### src/rtl/linear_interp_pcm_resampler_macros.svh
// Assertion helpers used by the resampler top level.
`ifndef LINEAR_INTERP_PCM_RESAMPLER_MACROS_SVH
`define LINEAR_INTERP_PCM_RESAMPLER_MACROS_SVH

// Checks an implication that must hold at every rising edge outside reset.
`define LIPR_CHECK(label, prop, msg) \
    label: assert property (@(posedge clk) disable iff (!rst_n) prop) else $error(msg);

// Checks a condition that must hold in the cycle after a trigger.
`define LIPR_CHECK_NEXT(label, trig, prop, msg) \
    label: assert property (@(posedge clk) disable iff (!rst_n) (trig) |=> (prop)) \
        else $error(msg);

`endif

### src/rtl/lipr_pkg.sv
`timescale 1ns / 1ps

package lipr_pkg;

    localparam int SAMPLE_W   = 16;
    localparam int CFG_W      = 21;
    localparam int GAIN_W     = 16;
    localparam int LANE_LAT   = 3;
    localparam int FIFO_DEPTH = 4;

    localparam logic [GAIN_W-1:0] UNITY_GAIN = 16'h8000;

    typedef enum logic [1:0] {
        CFG_SIXTEEN_BIT,
        CFG_STEREO,
        CFG_POSITION_STEP,
        CFG_VOLUME_GAIN
    } cfg_idx_t;

    typedef struct packed {
        logic valid;
        logic run_last;
        logic sound_done;
    } issue_t;

    typedef struct packed {
        logic signed [SAMPLE_W-1:0] left;
        logic signed [SAMPLE_W-1:0] right;
        logic                       run_last;
        logic                       sound_done;
    } result_t;

endpackage

### src/rtl/lipr_merge.sv
`timescale 1ns / 1ps

module lipr_merge (
    input  logic                                 clk,
    input  logic                                 rst_n,
    input  lipr_pkg::issue_t                     issue,
    input  logic signed [lipr_pkg::SAMPLE_W-1:0] lane_left,
    input  logic signed [lipr_pkg::SAMPLE_W-1:0] lane_right,
    output logic                                 issue_ok,
    output logic                                 out_valid,
    input  logic                                 out_stall,
    output logic signed [lipr_pkg::SAMPLE_W-1:0] out_left,
    output logic signed [lipr_pkg::SAMPLE_W-1:0] out_right,
    output logic                                 run_last,
    output logic                                 sound_done
);
    import lipr_pkg::*;

    localparam int PTR_W = $clog2(FIFO_DEPTH);
    localparam int CNT_W = $clog2(FIFO_DEPTH + 1);
    localparam int OCC_W = CNT_W + 1;

    issue_t        tag_reg [LANE_LAT];
    result_t       fifo_mem [FIFO_DEPTH];
    result_t       head;
    logic [PTR_W-1:0] wr_ptr_reg, wr_ptr_next;
    logic [PTR_W-1:0] rd_ptr_reg, rd_ptr_next;
    logic [CNT_W-1:0] count_reg, count_next;
    logic [OCC_W-1:0] occupancy;
    logic             push;
    logic             pop;

    always_comb
    begin
        occupancy = OCC_W'(count_reg);
        for (int i = 0; i < LANE_LAT; i++)
        begin
            occupancy = occupancy + OCC_W'(tag_reg[i].valid);
        end
        push     = tag_reg[LANE_LAT-1].valid;
        pop      = out_valid && !out_stall;
        issue_ok = (occupancy - OCC_W'(pop)) < OCC_W'(FIFO_DEPTH);

        wr_ptr_next = push ? wr_ptr_reg + PTR_W'(1) : wr_ptr_reg;
        rd_ptr_next = pop ? rd_ptr_reg + PTR_W'(1) : rd_ptr_reg;
        count_next  = count_reg + CNT_W'(push) - CNT_W'(pop);
    end

    always_ff @(posedge clk or negedge rst_n)
    begin
        if (!rst_n)
        begin
            for (int i = 0; i < LANE_LAT; i++)
            begin
                tag_reg[i] <= '0;
            end
            wr_ptr_reg <= '0;
            rd_ptr_reg <= '0;
            count_reg  <= '0;
        end
        else
        begin
            tag_reg[0] <= issue;
            for (int i = 1; i < LANE_LAT; i++)
            begin
                tag_reg[i] <= tag_reg[i-1];
            end
            wr_ptr_reg <= wr_ptr_next;
            rd_ptr_reg <= rd_ptr_next;
            count_reg  <= count_next;
        end
    end

    always_ff @(posedge clk)
    begin
        if (push)
        begin
            fifo_mem[wr_ptr_reg] <= '{left:       lane_left,
                                      right:      lane_right,
                                      run_last:   tag_reg[LANE_LAT-1].run_last,
                                      sound_done: tag_reg[LANE_LAT-1].sound_done};
        end
    end

    assign head       = fifo_mem[rd_ptr_reg];
    assign out_valid  = (count_reg != '0);
    assign out_left   = head.left;
    assign out_right  = head.right;
    assign run_last   = head.run_last;
    assign sound_done = head.sound_done;

endmodule

### config.mk
export PLATFORM = sky130hd
export DESIGN_NAME = lipr_merge
export DESIGN_NICKNAME = d
export VERILOG_FILES = /design/src/rtl/linear_interp_pcm_resampler_macros.svh /design/src/rtl/lipr_pkg.sv /design/src/rtl/lipr_merge.sv
export SDC_FILE = /design/constraint.sdc
export NUM_CORES = 1
export LEC_CHECK = 0
export ABC_AREA = 1
export BUFFER_PORTS_ARGS = -buffer_cell sky130_fd_sc_hd__buf_4
export CORE_ASPECT_RATIO = 0.7
export CORE_MARGIN = 5
export CORE_UTILIZATION = 30
export DETAILED_ROUTE_END_ITERATION = 8
export GPL_TIMING_DRIVEN = 0
export PLACE_DENSITY = 0.5
export SYNTH_ARGS = -nofsm -noshare
export SYNTH_HDL_FRONTEND = slang
export SYNTH_SLANG_ARGS = --single-unit
### constraint.sdc
create_clock -name clk -period 4.1 [get_ports clk]
set_clock_uncertainty 0.2 [all_clocks]
set_input_delay 0.82 -clock clk [delete_from_list [all_inputs] [get_ports clk]]
set_output_delay 0.82 -clock clk [all_outputs]
set_load 0.01 [all_outputs]
==> results.json, run 1 <==
{
  "synth.area.top_cells": "edfxtp_1 69%, dfrtp_1 6.8%, nor2_1 6.7%",
  "worstPathArrival_ps": 2650,
  "grt.total_usage_pct": 12.35,
  "via_count": 3482,
  "cts.sink_count": 152,
  "status": "complete, no violations",
  "gp_congestion": 0.7164,
  "ys_types": 20,
  "clk_pin_slew_ps": 60,
  "fp-row-count": 43,
  "ys_seq_area_share_pct": 75.74,
  "r2r_start": "count_reg[0]",
  "cts_tree": "built",
  "p_leak_nw": 2.770,
  "critPathMaxFanout": 4,
  "power_density_nw_per_um2": 780.3,
  "post_cts.repair.setup_buffers": 0,
  "drtAntennaViolNets": 0,
  "syn_area_um2": 5921,
  "end_kind": "output port",
  "peakVddDrop_v": 0.0003165,
  "die_h_um": 127.5,
  "r2r_end": "count_reg[2]",
  "setup_violations": 0,
  "grt_max_degree": 35,
  "ctsHoldBuffers": 0,
  "numCtsBuffers": 17,
  "cts-root-buf": "clkbuf_16",
  "fmax_mhz": 272.2,
  "initial_core_util_pct": 30.23,
  "ios": 74,
  "routed_wl_um": 13250,
  "instances_no_fill": 813,
  "mostFrequentLayoutCells": "136 x edfxtp_1, 105 x nor2_1, 76 x buf_4",
  "avgViaCountPerCell": 4.283,
  "final_common_cell": "edfxtp_1",
  "first_pass_iters": 4,
  "syn_avg_cell_area_um2": 13.49,
  "ys_seq_elements": 152,
  "clk_latency_ps": 430,
  "synthDominantCellAreaShare_pct": 68.98,
  "fin_util_pct": 37.98,
  "period_needed_ps": 3674,
  "crit_path_start_kind": "flip-flop",
  "antenna_found_initial": 0,
  "rsz0062_at_grt": "false",
  "reg2reg_depth": 10,
  "dp_hpwl_um": 8318,
  "holdWs_ps": 38.29,
  "fp.coreArea_um2": 19580,
  "synth_fp_nets": 490,
  "fp.dieW_um": 177.9,
  "initialDrtViolationCount": 233,
  "hold_viol_final": 0,
  "p_total_mw": 5.804,
  "die_area_um2": 22690,
  "area_growth_pct": 25.63,
  "hold_path.class": "in2async",
  "clockBufferDepth": 2,
  "tightestPinTransition_ps": 925.8,
  "yosysWarnings": 0,
  "avgRoutedWirePerCell_um": 16.29,
  "fillers": 1917,
  "ff2ff_setup_slack_ps": 1910,
  "drive_gt1_share_pct": 23.39,
  "grt_pass1_wl_um": 20440,
  "post-place-cells": 782,
  "drcViolationCount": 0,
  "io_buffers": 73,
  "cts_htree_levels": 4,
  "grt_pass1_vias": 3633,
  "fin_nets": 582,
  "syn_inst": 439,
  "fin_setup_tns_ps": 0,
  "grt_overflow": 0,
  "relSlewSlack_pct": 38.19,
  "finalCritPeriodShare_pct": 89.60,
  "largest_register_ff_count": 136,
  "antenna_cells": 0,
  "maxCapViolCount": 0,
  "ctsResizeCount": 0,
  "slew_violations": 0,
  "critical_path_class": "reg2out",
  "required_ps": 3080,
  "synth_top_area_cell": "edfxtp_1"
}
-- routing by layer --
metal  track usage, %  vias to the layer above  part of all wire [%]
li1                 -                     1731                     -
met1            16.34                     1662                    48
met2            18.74                       69                    45
met3            4.318                       20                   4.9
met4            4.818                        0                   1.5
met5                0                        -                     0
-- cell usage after synthesis --
master and number:
edfxtp_1 136, nor2_1 105, o21ai_1 64, o21ai_0 38, inv_1 20, dfrtp_1 16
nand2_1 14, ha_1 11, buf_2 7, buf_6 6, clkbuf_1 5, buf_4 3
clkbuf_2 2, fa_1 2, nand3_1 2, o21ai_2 2, xnor2_1 2, xor2_1 2
inv_2 1, inv_4 1
-- cells by family (layout without fill, tap and decap cells) --
group | after synthesis | in the layout | share of synthesized area [%]
simple gates | 121 | 121 | 7.713
xor+xnor | 4 | 4 | 0.5918
buf+inv | 45 | 149 | 4.036
compound gates | 104 | 104 | 8.918
flops | 152 | 152 | 75.74
fa+ha+maj | 13 | 13 | 3.001
-- through the flow --
stage	worst slack, ps	instance area (um^2)
floorplan	778.2	5921
global placement	536.2	6807
detailed placement	533.1	6807
CTS	380.9	7438
global route	188.4	7438
finish	426.3	7438
-- where the power goes --
group	switching, mW	internal [mW]	total (mW)
registers	0.0813	2.02	2.10
logic	1.23	0.791	2.03
clock network	0.605	1.08	1.68
total	1.92	3.88	5.80
-- worst max-delay path by stage --
stage,end,startpoint,slack [ps],cells after the start
3_5_place_dp,issue_ok,out_stall,530,14
4_1_cts,issue_ok,count_reg[0],380,14
5_1_grt,issue_ok,count_reg[0],190,14
3_3_place_gp,issue_ok,out_stall,540,14
6_report,issue_ok,count_reg[0],430,14
2_1_floorplan,issue_ok,out_stall,780,12
-- worst max-delay path, stage by stage, from the launching register on --
cell     delay (ps)
dfrtp_1         420
nor2_1          100
nand2_1          70
nand2_1         130
inv_1           100
ha_1            280
inv_1            40
fa_1            360
ha_1            280
nand3_1          90
nand2_1          60
nand2_1          50
nand2_1          40
nor2_1           80
buf_4           120
-- area by class of cell --
| class | instances | area [um^2] | area share (%) |
|---|---|---|---|
| multi-input combinational | 242 | 1197 | 16.10 |
| sequential | 152 | 4484 | 60.29 |
| clock buffer | 19 | 432.9 | 5.820 |
| tap | 270 | 337.8 | 4.542 |
| buffer | 23 | 153.9 | 2.069 |
| clock inverter | 12 | 198.9 | 2.675 |
| inverter | 22 | 85.08 | 1.144 |
| timing repair buffer | 73 | 548.0 | 7.368 |
(Power assumes the default switching activity.)
==> run 2: changes to the inputs <==
GPL_ROUTABILITY_DRIVEN = 0   (was default)
PLACE_DENSITY = default   (was 0.5)
==> run 2 against run 1 <==
Compared with the run above:
- non-clock buffer count did not move
- worst hold slack improved by 15 ps
- wire length fell by 3.0%
- critical endpoint unchanged
- largest power group unchanged
- critical path type unchanged
==> results.json, run 2 (same netlist as run 1, synthesis figures left out) <==
{
  "peakVddDrop_v": 0.0002701,
  "setup_violations": 0,
  "status": "complete, no violations",
  "hold_path.class": "in2async",
  "clockBufferDepth": 2,
  "end_kind": "output port",
  "fp-row-count": 43,
  "wl_met1_um": 5883,
  "area_growth_pct": 24.45,
  "cts_tree": "built",
  "r2r_start": "count_reg[1]",
  "antenna_found_initial": 0,
  "avgRoutedWirePerCell_um": 15.79,
  "avgViaCountPerCell": 4.339,
  "instances_no_fill": 814,
  "drtAntennaViolNets": 0,
  "fin_nets": 582,
  "fin_util_pct": 37.62,
  "holdWs_ps": 53.39,
  "post-place-cells": 782,
  "p_leak_nw": 2.743,
  "die_h_um": 127.5,
  "drive_gt1_share_pct": 23.53,
  "finalCritPeriodShare_pct": 90.70,
  "clk_pin_slew_ps": 60,
  "worstPathArrival_ps": 2700,
  "critical_path_class": "reg2out",
  "grt_max_degree": 35,
  "antenna_cells": 0,
  "mostFrequentLayoutCells": "136 x edfxtp_1, 105 x nor2_1, 76 x buf_4",
  "dp_hpwl_um": 8227,
  "numCtsBuffers": 17,
  "io_buffers": 73,
  "routed_wl_um": 12860,
  "via_count": 3532,
  "fp.dieW_um": 177.9,
  "wl_met2_um": 6089,
  "hold_viol_final": 0,
  "first_pass_iters": 4,
  "cts.sink_count": 152,
  "worst_slack_ps": 381.1,
  "period_needed_ps": 3719,
  "cts-root-buf": "clkbuf_16",
  "drcViolationCount": 0,
  "crit_path_start_kind": "flip-flop",
  "tightestPinTransition_ps": 878.5,
  "grt.total_usage_pct": 11.79,
  "maxCapViolCount": 0,
  "power_density_nw_per_um2": 758.9,
  "relSlewSlack_pct": 41.35,
  "final_common_cell": "edfxtp_1",
  "initialDrtViolationCount": 219,
  "initial_core_util_pct": 30.23,
  "grt_overflow": 0,
  "post_cts.repair.setup_buffers": 0,
  "rsz0062_at_grt": "false",
  "cts_htree_levels": 4,
  "fin_setup_tns_ps": 0,
  "place_ws_ps": 481.5,
  "ios": 74,
  "top_layer_used": "met4",
  "fillers": 1870,
  "route.met3.wl_um": 803,
  "die_area_um2": 22690,
  "clk_latency_ps": 420,
  "ctsResizeCount": 0,
  "largest_register_ff_count": 136,
  "required_ps": 3080,
  "crit_path_start": "count_reg[1]",
  "fp.coreArea_um2": 19580,
  "grt_pass1_wl_um": 19860,
  "ctsHoldBuffers": 0,
  "critPathMaxFanout": 4,
  "grt_pass1_vias": 3699,
  "fmax_mhz": 268.9,
  "slew_violations": 0
}
-- run 2: changes by cell type in the layout (fill, tap and decap cells not counted), sizes merged --
cell    before  now
clkinv       2   10
bufinv       5    2
clkbuf      26   24
inv         24   22
-- run 2: final timing paths --
path,to,cells after the start,slack [ps]
max,issue_ok,14,380
min,tag_reg[8],1,50
max reg2reg,count_reg[2],10,1880
min reg2reg,tag_reg[3],0,150
max in group asynchronous,tag_reg[0],1,3460
min in group clk,tag_reg[3],0,150
-- run 2: layout make-up --
type / count / area [um^2] / area share (%)
inverters: 22 / 85.08 / 1.155
multi-input cells: 242 / 1197 / 16.25
repair buffers: 73 / 548.0 / 7.438
clock inverters: 15 / 136.4 / 1.851
clock buffers: 17 / 425.4 / 5.773
flip-flops and latches: 152 / 4484 / 60.86
well taps: 270 / 337.8 / 4.585
plain buffers: 23 / 153.9 / 2.089
-- run 2: where the power goes --
group / switching (mW) / internal, mW
Clock: 0.577 / 0.882
Sequential: 0.0823 / 2.02
Combinational: 1.24 / 0.794
-- run 2: per-stage QoR --
stage,total power [mW],cell area [um^2]
6_report,5.592,7368
5_1_grt,5.977,7368
4_1_cts,5.687,7368
3_5_place_dp,4.220,6807
3_3_place_gp,4.158,6807
2_1_floorplan,3.305,5921
-- run 2: worst max-delay path: stages (launching register included) --
cell and delay (ps):
dfrtp_1 400, inv_1 120, nand2_1 100, nand2_1 150, inv_1 100, ha_1 280, inv_1 40, fa_1 360
ha_1 280, nand3_1 90, nand2_1 60, nand2_1 50, nand2_1 50, nor2_1 80, buf_4 120
-- run 2: metal layers --
layer | global-route usage [%] | up-vias
li1 | - | 1727
met1 | 15.33 | 1704
met2 | 18.72 | 97
met3 | 3.668 | 4
met4 | 4.227 | 0
met5 | 0 | -
