[config.mk]
export PLATFORM = sky130hd
export DESIGN_NAME = lipr_ctrl
export DESIGN_NICKNAME = d
export VERILOG_FILES = /design/src/rtl/linear_interp_pcm_resampler_macros.svh /design/src/rtl/lipr_pkg.sv /design/src/rtl/lipr_ctrl.sv
export SDC_FILE = /design/constraint.sdc
export NUM_CORES = 1
export LEC_CHECK = 0
export ABC_AREA = 1
export BUFFER_PORTS_ARGS = -buffer_cell sky130_fd_sc_hd__buf_2
export CAP_MARGIN = 25
export CORE_ASPECT_RATIO = 0.75
export CORE_MARGIN = 1.5
export CORE_UTILIZATION = 55
export CTS_CLUSTER_DIAMETER = 40
export DETAILED_ROUTE_END_ITERATION = 6
export GPL_TIMING_DRIVEN = 0
export PLACE_DENSITY = 0.86
export SYNTH_ARGS = -nofsm -noshare
export SYNTH_HDL_FRONTEND = slang
export SYNTH_SLANG_ARGS = --single-unit
[constraint.sdc]
create_clock -name clk -period 4.5 [get_ports clk]
set_input_delay 0.9 -clock clk [delete_from_list [all_inputs] [get_ports clk]]
set_output_delay 0.9 -clock clk [all_outputs]
set_load 0.03 [all_outputs]
[src/rtl/linear_interp_pcm_resampler_macros.svh]
// Assertion helpers used by the resampler top level.
`ifndef LINEAR_INTERP_PCM_RESAMPLER_MACROS_SVH
`define LINEAR_INTERP_PCM_RESAMPLER_MACROS_SVH

// Checks an implication that must hold at every rising edge outside reset.
`define LIPR_CHECK(label, prop, msg) \
    label: assert property (@(posedge clk) disable iff (!rst_n) prop) else $error(msg);

// Checks a condition that must hold in the cycle after a trigger.
`define LIPR_CHECK_NEXT(label, trig, prop, msg) \
    label: assert property (@(posedge clk) disable iff (!rst_n) (trig) |=> (prop)) \
        else $error(msg);

`endif

[src/rtl/lipr_pkg.sv]
`timescale 1ns / 1ps

package lipr_pkg;

    localparam int SAMPLE_W   = 16;
    localparam int CFG_W      = 21;
    localparam int GAIN_W     = 16;
    localparam int LANE_LAT   = 3;
    localparam int FIFO_DEPTH = 4;

    localparam logic [GAIN_W-1:0] UNITY_GAIN = 16'h8000;

    typedef enum logic [1:0] {
        CFG_SIXTEEN_BIT,
        CFG_STEREO,
        CFG_POSITION_STEP,
        CFG_VOLUME_GAIN
    } cfg_idx_t;

    typedef struct packed {
        logic valid;
        logic run_last;
        logic sound_done;
    } issue_t;

    typedef struct packed {
        logic signed [SAMPLE_W-1:0] left;
        logic signed [SAMPLE_W-1:0] right;
        logic                       run_last;
        logic                       sound_done;
    } result_t;

endpackage

[src/rtl/lipr_ctrl.sv]
`timescale 1ns / 1ps

module lipr_ctrl #(
    parameter int PHASE_FRAC_BITS = 16
) (
    input  logic                                 clk,
    input  logic                                 rst_n,
    input  logic                                 sixteen_bit_mode,
    input  logic                                 stereo_mode,
    input  logic [lipr_pkg::CFG_W-1:0]           position_step,
    input  logic [lipr_pkg::SAMPLE_W-1:0]        raw_left,
    input  logic [lipr_pkg::SAMPLE_W-1:0]        raw_right,
    input  logic                                 first_frame,
    input  logic                                 final_frame,
    input  logic                                 in_valid,
    output logic                                 in_stall,
    input  logic                                 issue_ok,
    output lipr_pkg::issue_t                     issue,
    output logic signed [lipr_pkg::SAMPLE_W-1:0] held_left,
    output logic signed [lipr_pkg::SAMPLE_W-1:0] held_right,
    output logic signed [lipr_pkg::SAMPLE_W-1:0] fresh_left,
    output logic signed [lipr_pkg::SAMPLE_W-1:0] fresh_right,
    output logic [PHASE_FRAC_BITS-1:0]           frac
);
    import lipr_pkg::*;

    localparam int PW = PHASE_FRAC_BITS + 5;
    localparam int CW = (PW > CFG_W) ? PW : CFG_W;

    localparam logic [CW-1:0] STEP_LO = CW'(1) << (PHASE_FRAC_BITS - 5);
    localparam logic [CW-1:0] STEP_HI = CW'(1) << (PHASE_FRAC_BITS + 4);
    localparam logic [PW-1:0] ONE     = PW'(1) << PHASE_FRAC_BITS;
    localparam logic [PW:0]   ONE_X   = (PW + 1)'(1) << PHASE_FRAC_BITS;
    localparam logic [PW:0]   TWO_X   = (PW + 1)'(1) << (PHASE_FRAC_BITS + 1);

    typedef enum logic [1:0] {
        ST_IDLE,
        ST_INTERP,
        ST_HOLD
    } state_t;

    state_t                     state_reg, state_next;
    logic [PW-1:0]              pos_reg, pos_next;
    logic signed [SAMPLE_W-1:0] held_l_reg, held_l_next;
    logic signed [SAMPLE_W-1:0] held_r_reg, held_r_next;
    logic signed [SAMPLE_W-1:0] fresh_l_reg, fresh_l_next;
    logic signed [SAMPLE_W-1:0] fresh_r_reg, fresh_r_next;
    logic                       held_valid_reg, held_valid_next;
    logic                       final_reg, final_next;

    logic [CW-1:0]              step_ext;
    logic [PW-1:0]              step;
    logic [PW:0]                sum;
    logic                       pos_lt_one;
    logic signed [SAMPLE_W-1:0] dec_l;
    logic signed [SAMPLE_W-1:0] dec_r;

    function automatic logic signed [SAMPLE_W-1:0] decode(
        input logic [SAMPLE_W-1:0] raw,
        input logic                wide
    );
        if (wide)
        begin
            return $signed(raw);
        end
        return $signed({~raw[7], raw[6:0], 8'h00});
    endfunction

    always_comb
    begin
        step_ext = CW'(position_step);
        if (step_ext < STEP_LO)
        begin
            step = PW'(STEP_LO);
        end
        else if (step_ext > STEP_HI)
        begin
            step = PW'(STEP_HI);
        end
        else
        begin
            step = PW'(step_ext);
        end
    end

    always_comb
    begin
        dec_l      = decode(raw_left, sixteen_bit_mode);
        dec_r      = stereo_mode ? decode(raw_right, sixteen_bit_mode) : dec_l;
        sum        = {1'b0, pos_reg} + {1'b0, step};
        pos_lt_one = pos_reg < ONE;

        state_next      = state_reg;
        pos_next        = pos_reg;
        held_l_next     = held_l_reg;
        held_r_next     = held_r_reg;
        fresh_l_next    = fresh_l_reg;
        fresh_r_next    = fresh_r_reg;
        held_valid_next = held_valid_reg;
        final_next      = final_reg;
        issue           = '0;

        unique case (state_reg)
            ST_IDLE:
            begin
                if (in_valid)
                begin
                    fresh_l_next = dec_l;
                    fresh_r_next = dec_r;
                    final_next   = final_frame;
                    if (first_frame || !held_valid_reg)
                    begin
                        held_l_next     = dec_l;
                        held_r_next     = dec_r;
                        held_valid_next = 1'b1;
                        pos_next        = '0;
                        if (final_frame)
                        begin
                            state_next = ST_HOLD;
                        end
                    end
                    else
                    begin
                        state_next = ST_INTERP;
                    end
                end
            end
            ST_INTERP:
            begin
                if (pos_lt_one)
                begin
                    if (issue_ok)
                    begin
                        issue.valid      = 1'b1;
                        issue.run_last   = (sum >= ONE_X) && (!final_reg || sum >= TWO_X);
                        issue.sound_done = final_reg && (sum >= TWO_X);
                        pos_next         = PW'(sum);
                    end
                end
                else
                begin
                    pos_next        = pos_reg - ONE;
                    held_l_next     = fresh_l_reg;
                    held_r_next     = fresh_r_reg;
                    held_valid_next = 1'b1;
                    state_next      = final_reg ? ST_HOLD : ST_IDLE;
                end
            end
            ST_HOLD:
            begin
                if (pos_lt_one)
                begin
                    if (issue_ok)
                    begin
                        issue.valid      = 1'b1;
                        issue.run_last   = sum >= ONE_X;
                        issue.sound_done = sum >= ONE_X;
                        pos_next         = PW'(sum);
                    end
                end
                else
                begin
                    pos_next        = '0;
                    held_l_next     = '0;
                    held_r_next     = '0;
                    held_valid_next = 1'b0;
                    state_next      = ST_IDLE;
                end
            end
            default:
            begin
                state_next = ST_IDLE;
            end
        endcase
    end

    always_ff @(posedge clk or negedge rst_n)
    begin
        if (!rst_n)
        begin
            state_reg      <= ST_IDLE;
            pos_reg        <= '0;
            held_l_reg     <= '0;
            held_r_reg     <= '0;
            fresh_l_reg    <= '0;
            fresh_r_reg    <= '0;
            held_valid_reg <= 1'b0;
            final_reg      <= 1'b0;
        end
        else
        begin
            state_reg      <= state_next;
            pos_reg        <= pos_next;
            held_l_reg     <= held_l_next;
            held_r_reg     <= held_r_next;
            fresh_l_reg    <= fresh_l_next;
            fresh_r_reg    <= fresh_r_next;
            held_valid_reg <= held_valid_next;
            final_reg      <= final_next;
        end
    end

    assign in_stall    = (state_reg != ST_IDLE);
    assign held_left   = held_l_reg;
    assign held_right  = held_r_reg;
    assign fresh_left  = fresh_l_reg;
    assign fresh_right = fresh_r_reg;
    assign frac        = pos_reg[PHASE_FRAC_BITS-1:0];

endmodule

==> results.md, run 1 <==
- Number of flops mapped to enable cells by yosys: 0
- Final hold vios: 0
- Vias in the first global route: 6324
- Synthesized area: between 6000 and 7000 um^2
- Largest net degree at the start of global routing: 73
- DRT Wirelength: between 20000 and 25000 um
- DR vias: roughly 7300
- Worst EP required: ~4700 ps
- RSZ-0062 raised after global routing: yes
- Die Area: roughly 12000 um^2
- Critical path capture point type: flop
- Post-Synthesis Cells: slightly above 900
- Min Tclk post-route: ~5000 ps
- I/O Buffers: between 100 and 150
- CTS Buffer Depth: 2
- Main synth FF type: dfrtp_1
- Launch point of the worst path: position_step[7]
- ANT cells: 0
- CP top delay family: buffers and inverters
- Buf/Inv on CP: 19
- Worst Hold Class: in -> async
- Sequential Power Share: about a quarter
- Vias per Instance: a little under 6
- CTS tree: yes
- Static Leakage: roughly 4.3 nW
- Pwr Total: 5.97 mW
- Initial antenna violation count: 0
- Fin nets: 1193
- Gate power share: 62.4%
- Rel. slew slack: between 40% and 50%
- Final Max Tran Viols: 0
- CP arrival: ~5200 ps
- Fraction of registers with async set/reset: between 90% and 100%
- Synth warnings: 0
- Final worst-path cycle share: 112%
- Row count: 33
- Remaining DRCs: 5
- Cell variety after synth: 37
- CP Depth: 35
- Clock transition at path regs: around 70 ps
- Worst Max-Slew Pin Slew: 849 ps
- Die Wd: about 130 um
- Drt pass-1 iters: 7
- Die height: around 95 um
- R2r worst-path depth: 24
- PwrDens: between 700 and 800 nW/um^2
- Antenna-violating nets left: 0
- Worst-path maximum fanout: 6
- DP Area: about 7100 um^2
- Critical path class: in -> reg
- First-pass GRT wire length: roughly 32000 um
- Max FFs per register: 21
- Critical-path top delay cell: ha_1
- WL/cell: around 17 um
- # clock sinks: 89
- Post-DP HPWL: between 15000 and 20000 um
- Crit-path most repeated cell: buf_4
- Most frequent cell after synthesis: nand2_1
- GRT Total Usage: a little over a third
- H-tree depth: 3
- Setup WS post-layout: -522 ps
- Mean area per synthesized cell: just under 7 um^2
- Status: finished, violations left
- Reg-to-reg slack, setup: about 850 ps
- Root Driver: clkbuf_16
- Share of cells above drive strength 1: between 20% and 30%
- TritonCTS Buffers: 9
- Sw frac: a little over half
- Max Clock Freq: 0.199 GHz
- Clock Latency Late Sink: approximately 350 ps
- Reg2reg start: pos_reg[19]
- GP Congestion: between 0.9 and 1
- Worst Setup EP: pos_reg[20]
- Post-layout util: approximately three quarters
- Int Pwr: 2.73 mW
- Slowest cell delay on critical path: about 320 ps
- Initial Util: 56.6%
- # Max-Cap Violations: 0
- WHS: between 400 and 500 ps
- Area added between synthesis and finish: 30.1%
- Syn Nets: between 1000 and 1500
- Core area: around 11000 um^2
- Setup tns final: -1530 ps
- Post-synthesis sequential area ratio: 35.8%
- Failing checks: design-rule violations, negative setup slack
- 1st-iter DRT viols: 854
- Max VDD drop: about 500 uV
- Synth area leader: dfrtp_1
- Clk pwr share: 12.8%
- Top Ports: 145
- Reg-to-reg endpoint: pos_reg[20]
- Remaining Overflow, GRT: 0
- Synth area leaders: dfrtp_1 36%, nand2_1 16%, inv_1 6.0%
- #FFs+latches synth: 89
- Skew final: roughly 9.5 ps
- CP Launch Type: input port
- Final instance area: about 8100 um^2
- Setup violators final: 3
- Sw power: between 3 and 4 mW
- Top cell type's share of synthesized area: between 30% and 40%
- Synth top cells by count: 273 x nand2_1, 99 x inv_1, 89 x dfrtp_1
what timing repair did:
action,CTS,global route
pin swaps,21,28
endpoints found under the setup margin,2,3
buffers inserted,25,10
hold buffers,0,0
resized for setup,35,68
stage by stage:
stage	setup slack [ps]	instances
CTS	-334	1240
floorplan	12.8	916
global route	-716	1250
detailed placement	-998	1199
global placement	-955	1198
finish	-522	1250
cell type report:
cell class,instances,area (um^2)
multi-input combinational,663,3660
clock inverter,6,56.3
inverter,111,427
fill,861,2890
sequential,89,2230
timing repair buffer,178,1030
buffer,53,278
clock buffer,10,239
tap,140,175
worst min path at each step:
stage / startpoint / end / slack (ps) / cells past startpoint
2_1_floorplan: held_valid_reg / held_valid_reg / 450 / 2
6_report: rst_n / pos_reg[5] / 420 / 1
5_1_grt: rst_n / pos_reg[1] / 440 / 1
3_5_place_dp: held_right[9] / held_right[9] / 460 / 2
4_1_cts: rst_n / pos_reg[1] / 440 / 1
3_3_place_gp: held_right[13] / held_right[13] / 450 / 2
cell usage in the layout, fill, tap and decap left out, types with 9 or more instances in the layout:
cell type,Yosys,routed
xor2_1,11,11
nand2_2,6,24
a31oi_1,32,32
buf_2,10,146
nand2_1,273,251
clkbuf_16,0,9
ha_1,26,19
nand3_1,71,65
inv_1,99,91
dfrtp_1,89,89
clkbuf_1,26,26
nor2_2,5,11
nor2_1,85,75
o21ai_0,73,72
buf_4,16,52
inv_2,9,16
power groups by stage:
stage / logic, mW / registers [mW] / clock network [mW]
after floorplan: 1.82 / 1.97 / 0
after global placement: 3.25 / 1.46 / 0
after detailed placement: 3.32 / 1.47 / 0
after CTS: 3.46 / 1.46 / 0.765
after global routing: 4.01 / 1.52 / 0.803
final: 3.72 / 1.48 / 0.765
per-layer routing:
layer	routed length [um]	global-route usage, %	part of all wire [%]
met1	8990	50.5	41
met2	8990	50.2	41
met3	3000	10.4	14
met4	689	9.20	3.2
met5	0	0	0
worst register-to-register path: cells and delay by family, from the launching register on:
kind                       cells  cell delay [ps]
AOI/OAI and AO/OA              3              290
and+or+nand+nor                4              470
buffers and inverters         16             1870
DFF                            1              470
adders and majority gates      1              430
logic make-up (layout without fill, tap and decap cells):
group	count (synthesis)	after routing	synth area share [%]
AND/OR/NAND/NOR	473	473	32.2
buffers and inverters	164	358	11.1
adder cells (fa/ha/maj)	27	27	5.55
XOR/XNOR	15	15	2.11
AO/OA/AOI/OAI	148	148	13.3
flip-flops	89	89	35.8
Note: power is estimated with default switching activity, not from simulation.
==> run 2: changes to the inputs <==
--- a/config.mk
+++ b/config.mk
@@ -5,12 +5,11 @@
 export SDC_FILE = /design/constraint.sdc
 export NUM_CORES = 1
 export LEC_CHECK = 0
-export ABC_AREA = 1
 export BUFFER_PORTS_ARGS = -buffer_cell sky130_fd_sc_hd__buf_2
 export CAP_MARGIN = 25
 export CORE_ASPECT_RATIO = 0.75
 export CORE_MARGIN = 1.5
-export CORE_UTILIZATION = 55
+export CORE_UTILIZATION = 54
 export CTS_CLUSTER_DIAMETER = 40
 export DETAILED_ROUTE_END_ITERATION = 6
 export GPL_TIMING_DRIVEN = 0
==> constraint.sdc (replaced) <==
create_clock -name clk -period 4.5 [get_ports clk]
set_input_delay 0.45 -clock clk [delete_from_list [all_inputs] [get_ports clk]]
set_output_delay 0.45 -clock clk [all_outputs]
set_load 0.03 [all_outputs]
==> results.md, run 2 <==
- Final Max Tran Viols: 0
- Reg2reg start: pos_reg[0]
- Area of the multi-input gates: 3220 um^2
- Synthesized area: about 5500 um^2
- Max FFs per register: 21
- Row count: 31
- Critical path class: in -> out
- DRT Wirelength: ~17000 um
- Vias in the first global route: between 5000 and 6000
- Worst-path maximum fanout: 5
- ANT cells: 0
- Setup violators final: 0
- Share of cells above drive strength 1: 30.0%
- Synth top cells by count: 89 x dfrtp_1, 83 x a21oi_1, 82 x nand2_1
- DR vias: between 5000 and 6000
- Number of flops mapped to enable cells by yosys: 0
- Root Driver: clkbuf_16
- Final hold vios: 0
- Critical path capture point type: output pin
- Most frequent cells in the layout: 135 x buf_2, 89 x dfrtp_1, 82 x nand2_1, 80 x a21oi_1, 67 x nor2_1
- Worst EP required: between 4000 and 5000 ps
- Synth area leaders: dfrtp_1 40%, a21oi_1 7.5%, ha_1 5.9%
- Worst Max-Slew Pin Slew: slightly above 700 ps
- Synth warnings: 0
- I/O Buffers: approximately 140
- WHS: around 47 ps
- Skew final: ~8 ps
- 1st-iter DRT viols: approximately 690
- # Max-Cap Violations: 0
- Syn Nets: 730
- Rel. slew slack: between 50% and 60%
- Clock Latency Late Sink: 340 ps
- CP arrival: approximately 4000 ps
- Synth area leader: dfrtp_1
- Final worst-path cycle share: 98.9%
- Post-synthesis sequential area ratio: just over 40%
- Commonest non-fill, non-tap cell in the layout: buf_2
- Area added between synthesis and finish: 27.8%
- CTS Buffer Depth: 2
- Cell variety after synth: 56
- Fin nets: approximately 900
- Initial Util: between 50% and 60%
- Reg-to-reg slack, setup: between 1000 and 1500 ps
- Core area: ~10000 um^2
- Max VDD drop: ~470 uV
- Post-CTS Hold Fix Bufs: 0
- Clock transition at path regs: approximately 70 ps
- Remaining DRCs: 0
- # clock sinks: 89
- Main synth FF type: dfrtp_1
- Most frequent cell after synthesis: dfrtp_1
- Post-Synthesis Cells: roughly 640
- Reg-to-reg endpoint: pos_reg[20]
- First-pass GRT wire length: around 27000 um
- Antenna-violating nets left: 0
- RSZ-0062 raised after global routing: yes
- Die height: roughly 91 um
- Fraction of registers with async set/reset: 100%
- Initial antenna violation count: 0
- Drt pass-1 iters: 6
- Min Tclk post-route: between 4000 and 5000 ps
- Pre-CTS WS: -645 ps
- Layout fillers: slightly below 700
- WL/cell: ~18 um
- FF/Latch Area: 2230 um^2
- PwrDens: 725 nW/um^2
- Worst Hold Class: in -> async
- CTS tree: yes
- Setup WS post-layout: 51.0 ps
- Largest net degree at the start of global routing: 59
- Die Wd: about 120 um
- Status: completed
- #FFs+latches synth: 89
- R2r worst-path depth: 13
- Top Ports: between 100 and 150
- GP Congestion: roughly 1
- CP Launch Type: input port
- Top cell type's share of synthesized area: 40.3%
- Remaining Overflow, GRT: 0
- Max Clock Freq: ~0.22 GHz
- Vias per Instance: approximately 6.0
- Die Area: 10900 um^2
- Post-DP HPWL: 12400 um
- Mean area per synthesized cell: approximately 8.6 um^2
- TritonCTS Buffers: 9
- Static Leakage: between 3 and 4 nW
- GRT Total Usage: a little under a third
- H-tree depth: 3
## run 2: cell count changes after synthesis, sizes merged, moves of 10 or more
cell	previous run	this run
inv	108	13
o21ai	81	58
a21oi	17	84
mux2	0	18
nand2	279	82
a31oi	32	2
nor2	93	68
nand3	74	8
a21o	0	11
a22oi	0	10
mux2i	0	15
nor2b	0	10
and2	1	19
## run 2: layout make-up
type | instances | area share, %
Tap cell | 132 | 2.34
Sequential cell | 89 | 31.5
Multi-Input combinational cell | 489 | 45.5
Buffer | 50 | 3.63
Clock inverter | 6 | 0.726
Timing Repair Buffer | 154 | 12.3
Inverter | 14 | 0.761
Clock buffer | 10 | 3.24
## run 2: layer usage
layer | up-vias | wire length (um) | GRT usage, %
li1 | 2573 | - | -
met1 | 2738 | 7220 | 43.0
met2 | 293 | 8210 | 49.0
met3 | 60 | 1280 | 5.49
met4 | 0 | 529 | 11.2
met5 | - | 0 | 0
## run 2: repair_timing
item	CTS	global route
buffers inserted	4	6
resized for setup	18	42
pin swaps	9	22
setup endpoints to repair	2	2
cloned	0	1
## run 2: worst max-delay path by stage
stage	from	endpoint	slack [ps]	cells after the start
final	position_step[7]	issue[0]	50	18
after global routing	position_step[5]	issue[0]	-100	18
after CTS	position_step[0]	issue[0]	10	18
after detailed placement	position_step[0]	issue[0]	-650	18
after global placement	position_step[1]	issue[0]	-370	18
after floorplan	position_step[18]	issue[0]	250	16
## run 2: critical path: stages
cell and delay [ps]:
buf_8 100, nor4_4 280, nand3_2 140, o21ai_2 180, nor2b_4 210, buf_6 130, and2_1 130, ha_2 300
a21o_1 190, a21oi_1 210, o21ai_2 130, o21ai_2 170, and2_1 250, a22oi_1 120, xnor2_1 420, a41oi_2 190
o211a_1 250, buf_6 140
## run 2: logic make-up (layout without fill, tap and decap cells)
group	Yosys count	in the layout	synth area share, %
fa+ha+maj	27	27	6.24
compound gates	198	198	21.3
flops	89	89	40.3
simple gates	213	213	17.3
buf+inv	64	234	5.47
xor+xnor	18	18	2.99
mux	33	33	6.38
## run 2: power breakdown
group	internal (mW)	switching, mW	total (mW)
clock network	0.383	0.339	0.722
registers	1.16	0.259	1.42
logic	0.942	2.04	2.99
total	2.48	2.64	5.12
## run 2: metrics by stage
step                      area (um^2)  instances  setup TNS [ps]  power (mW)  utilization (%)
after CTS                        6810        937               0        5.02             69.4
after global placement           6410        916            -637        4.13             65.3
final                            7070        944               0        5.12             72.0
after detailed placement         6440        917           -1180        4.26             65.6
after floorplan                  5530        642               0        3.40                -
after global routing             7070        944            -131        5.43             72.0
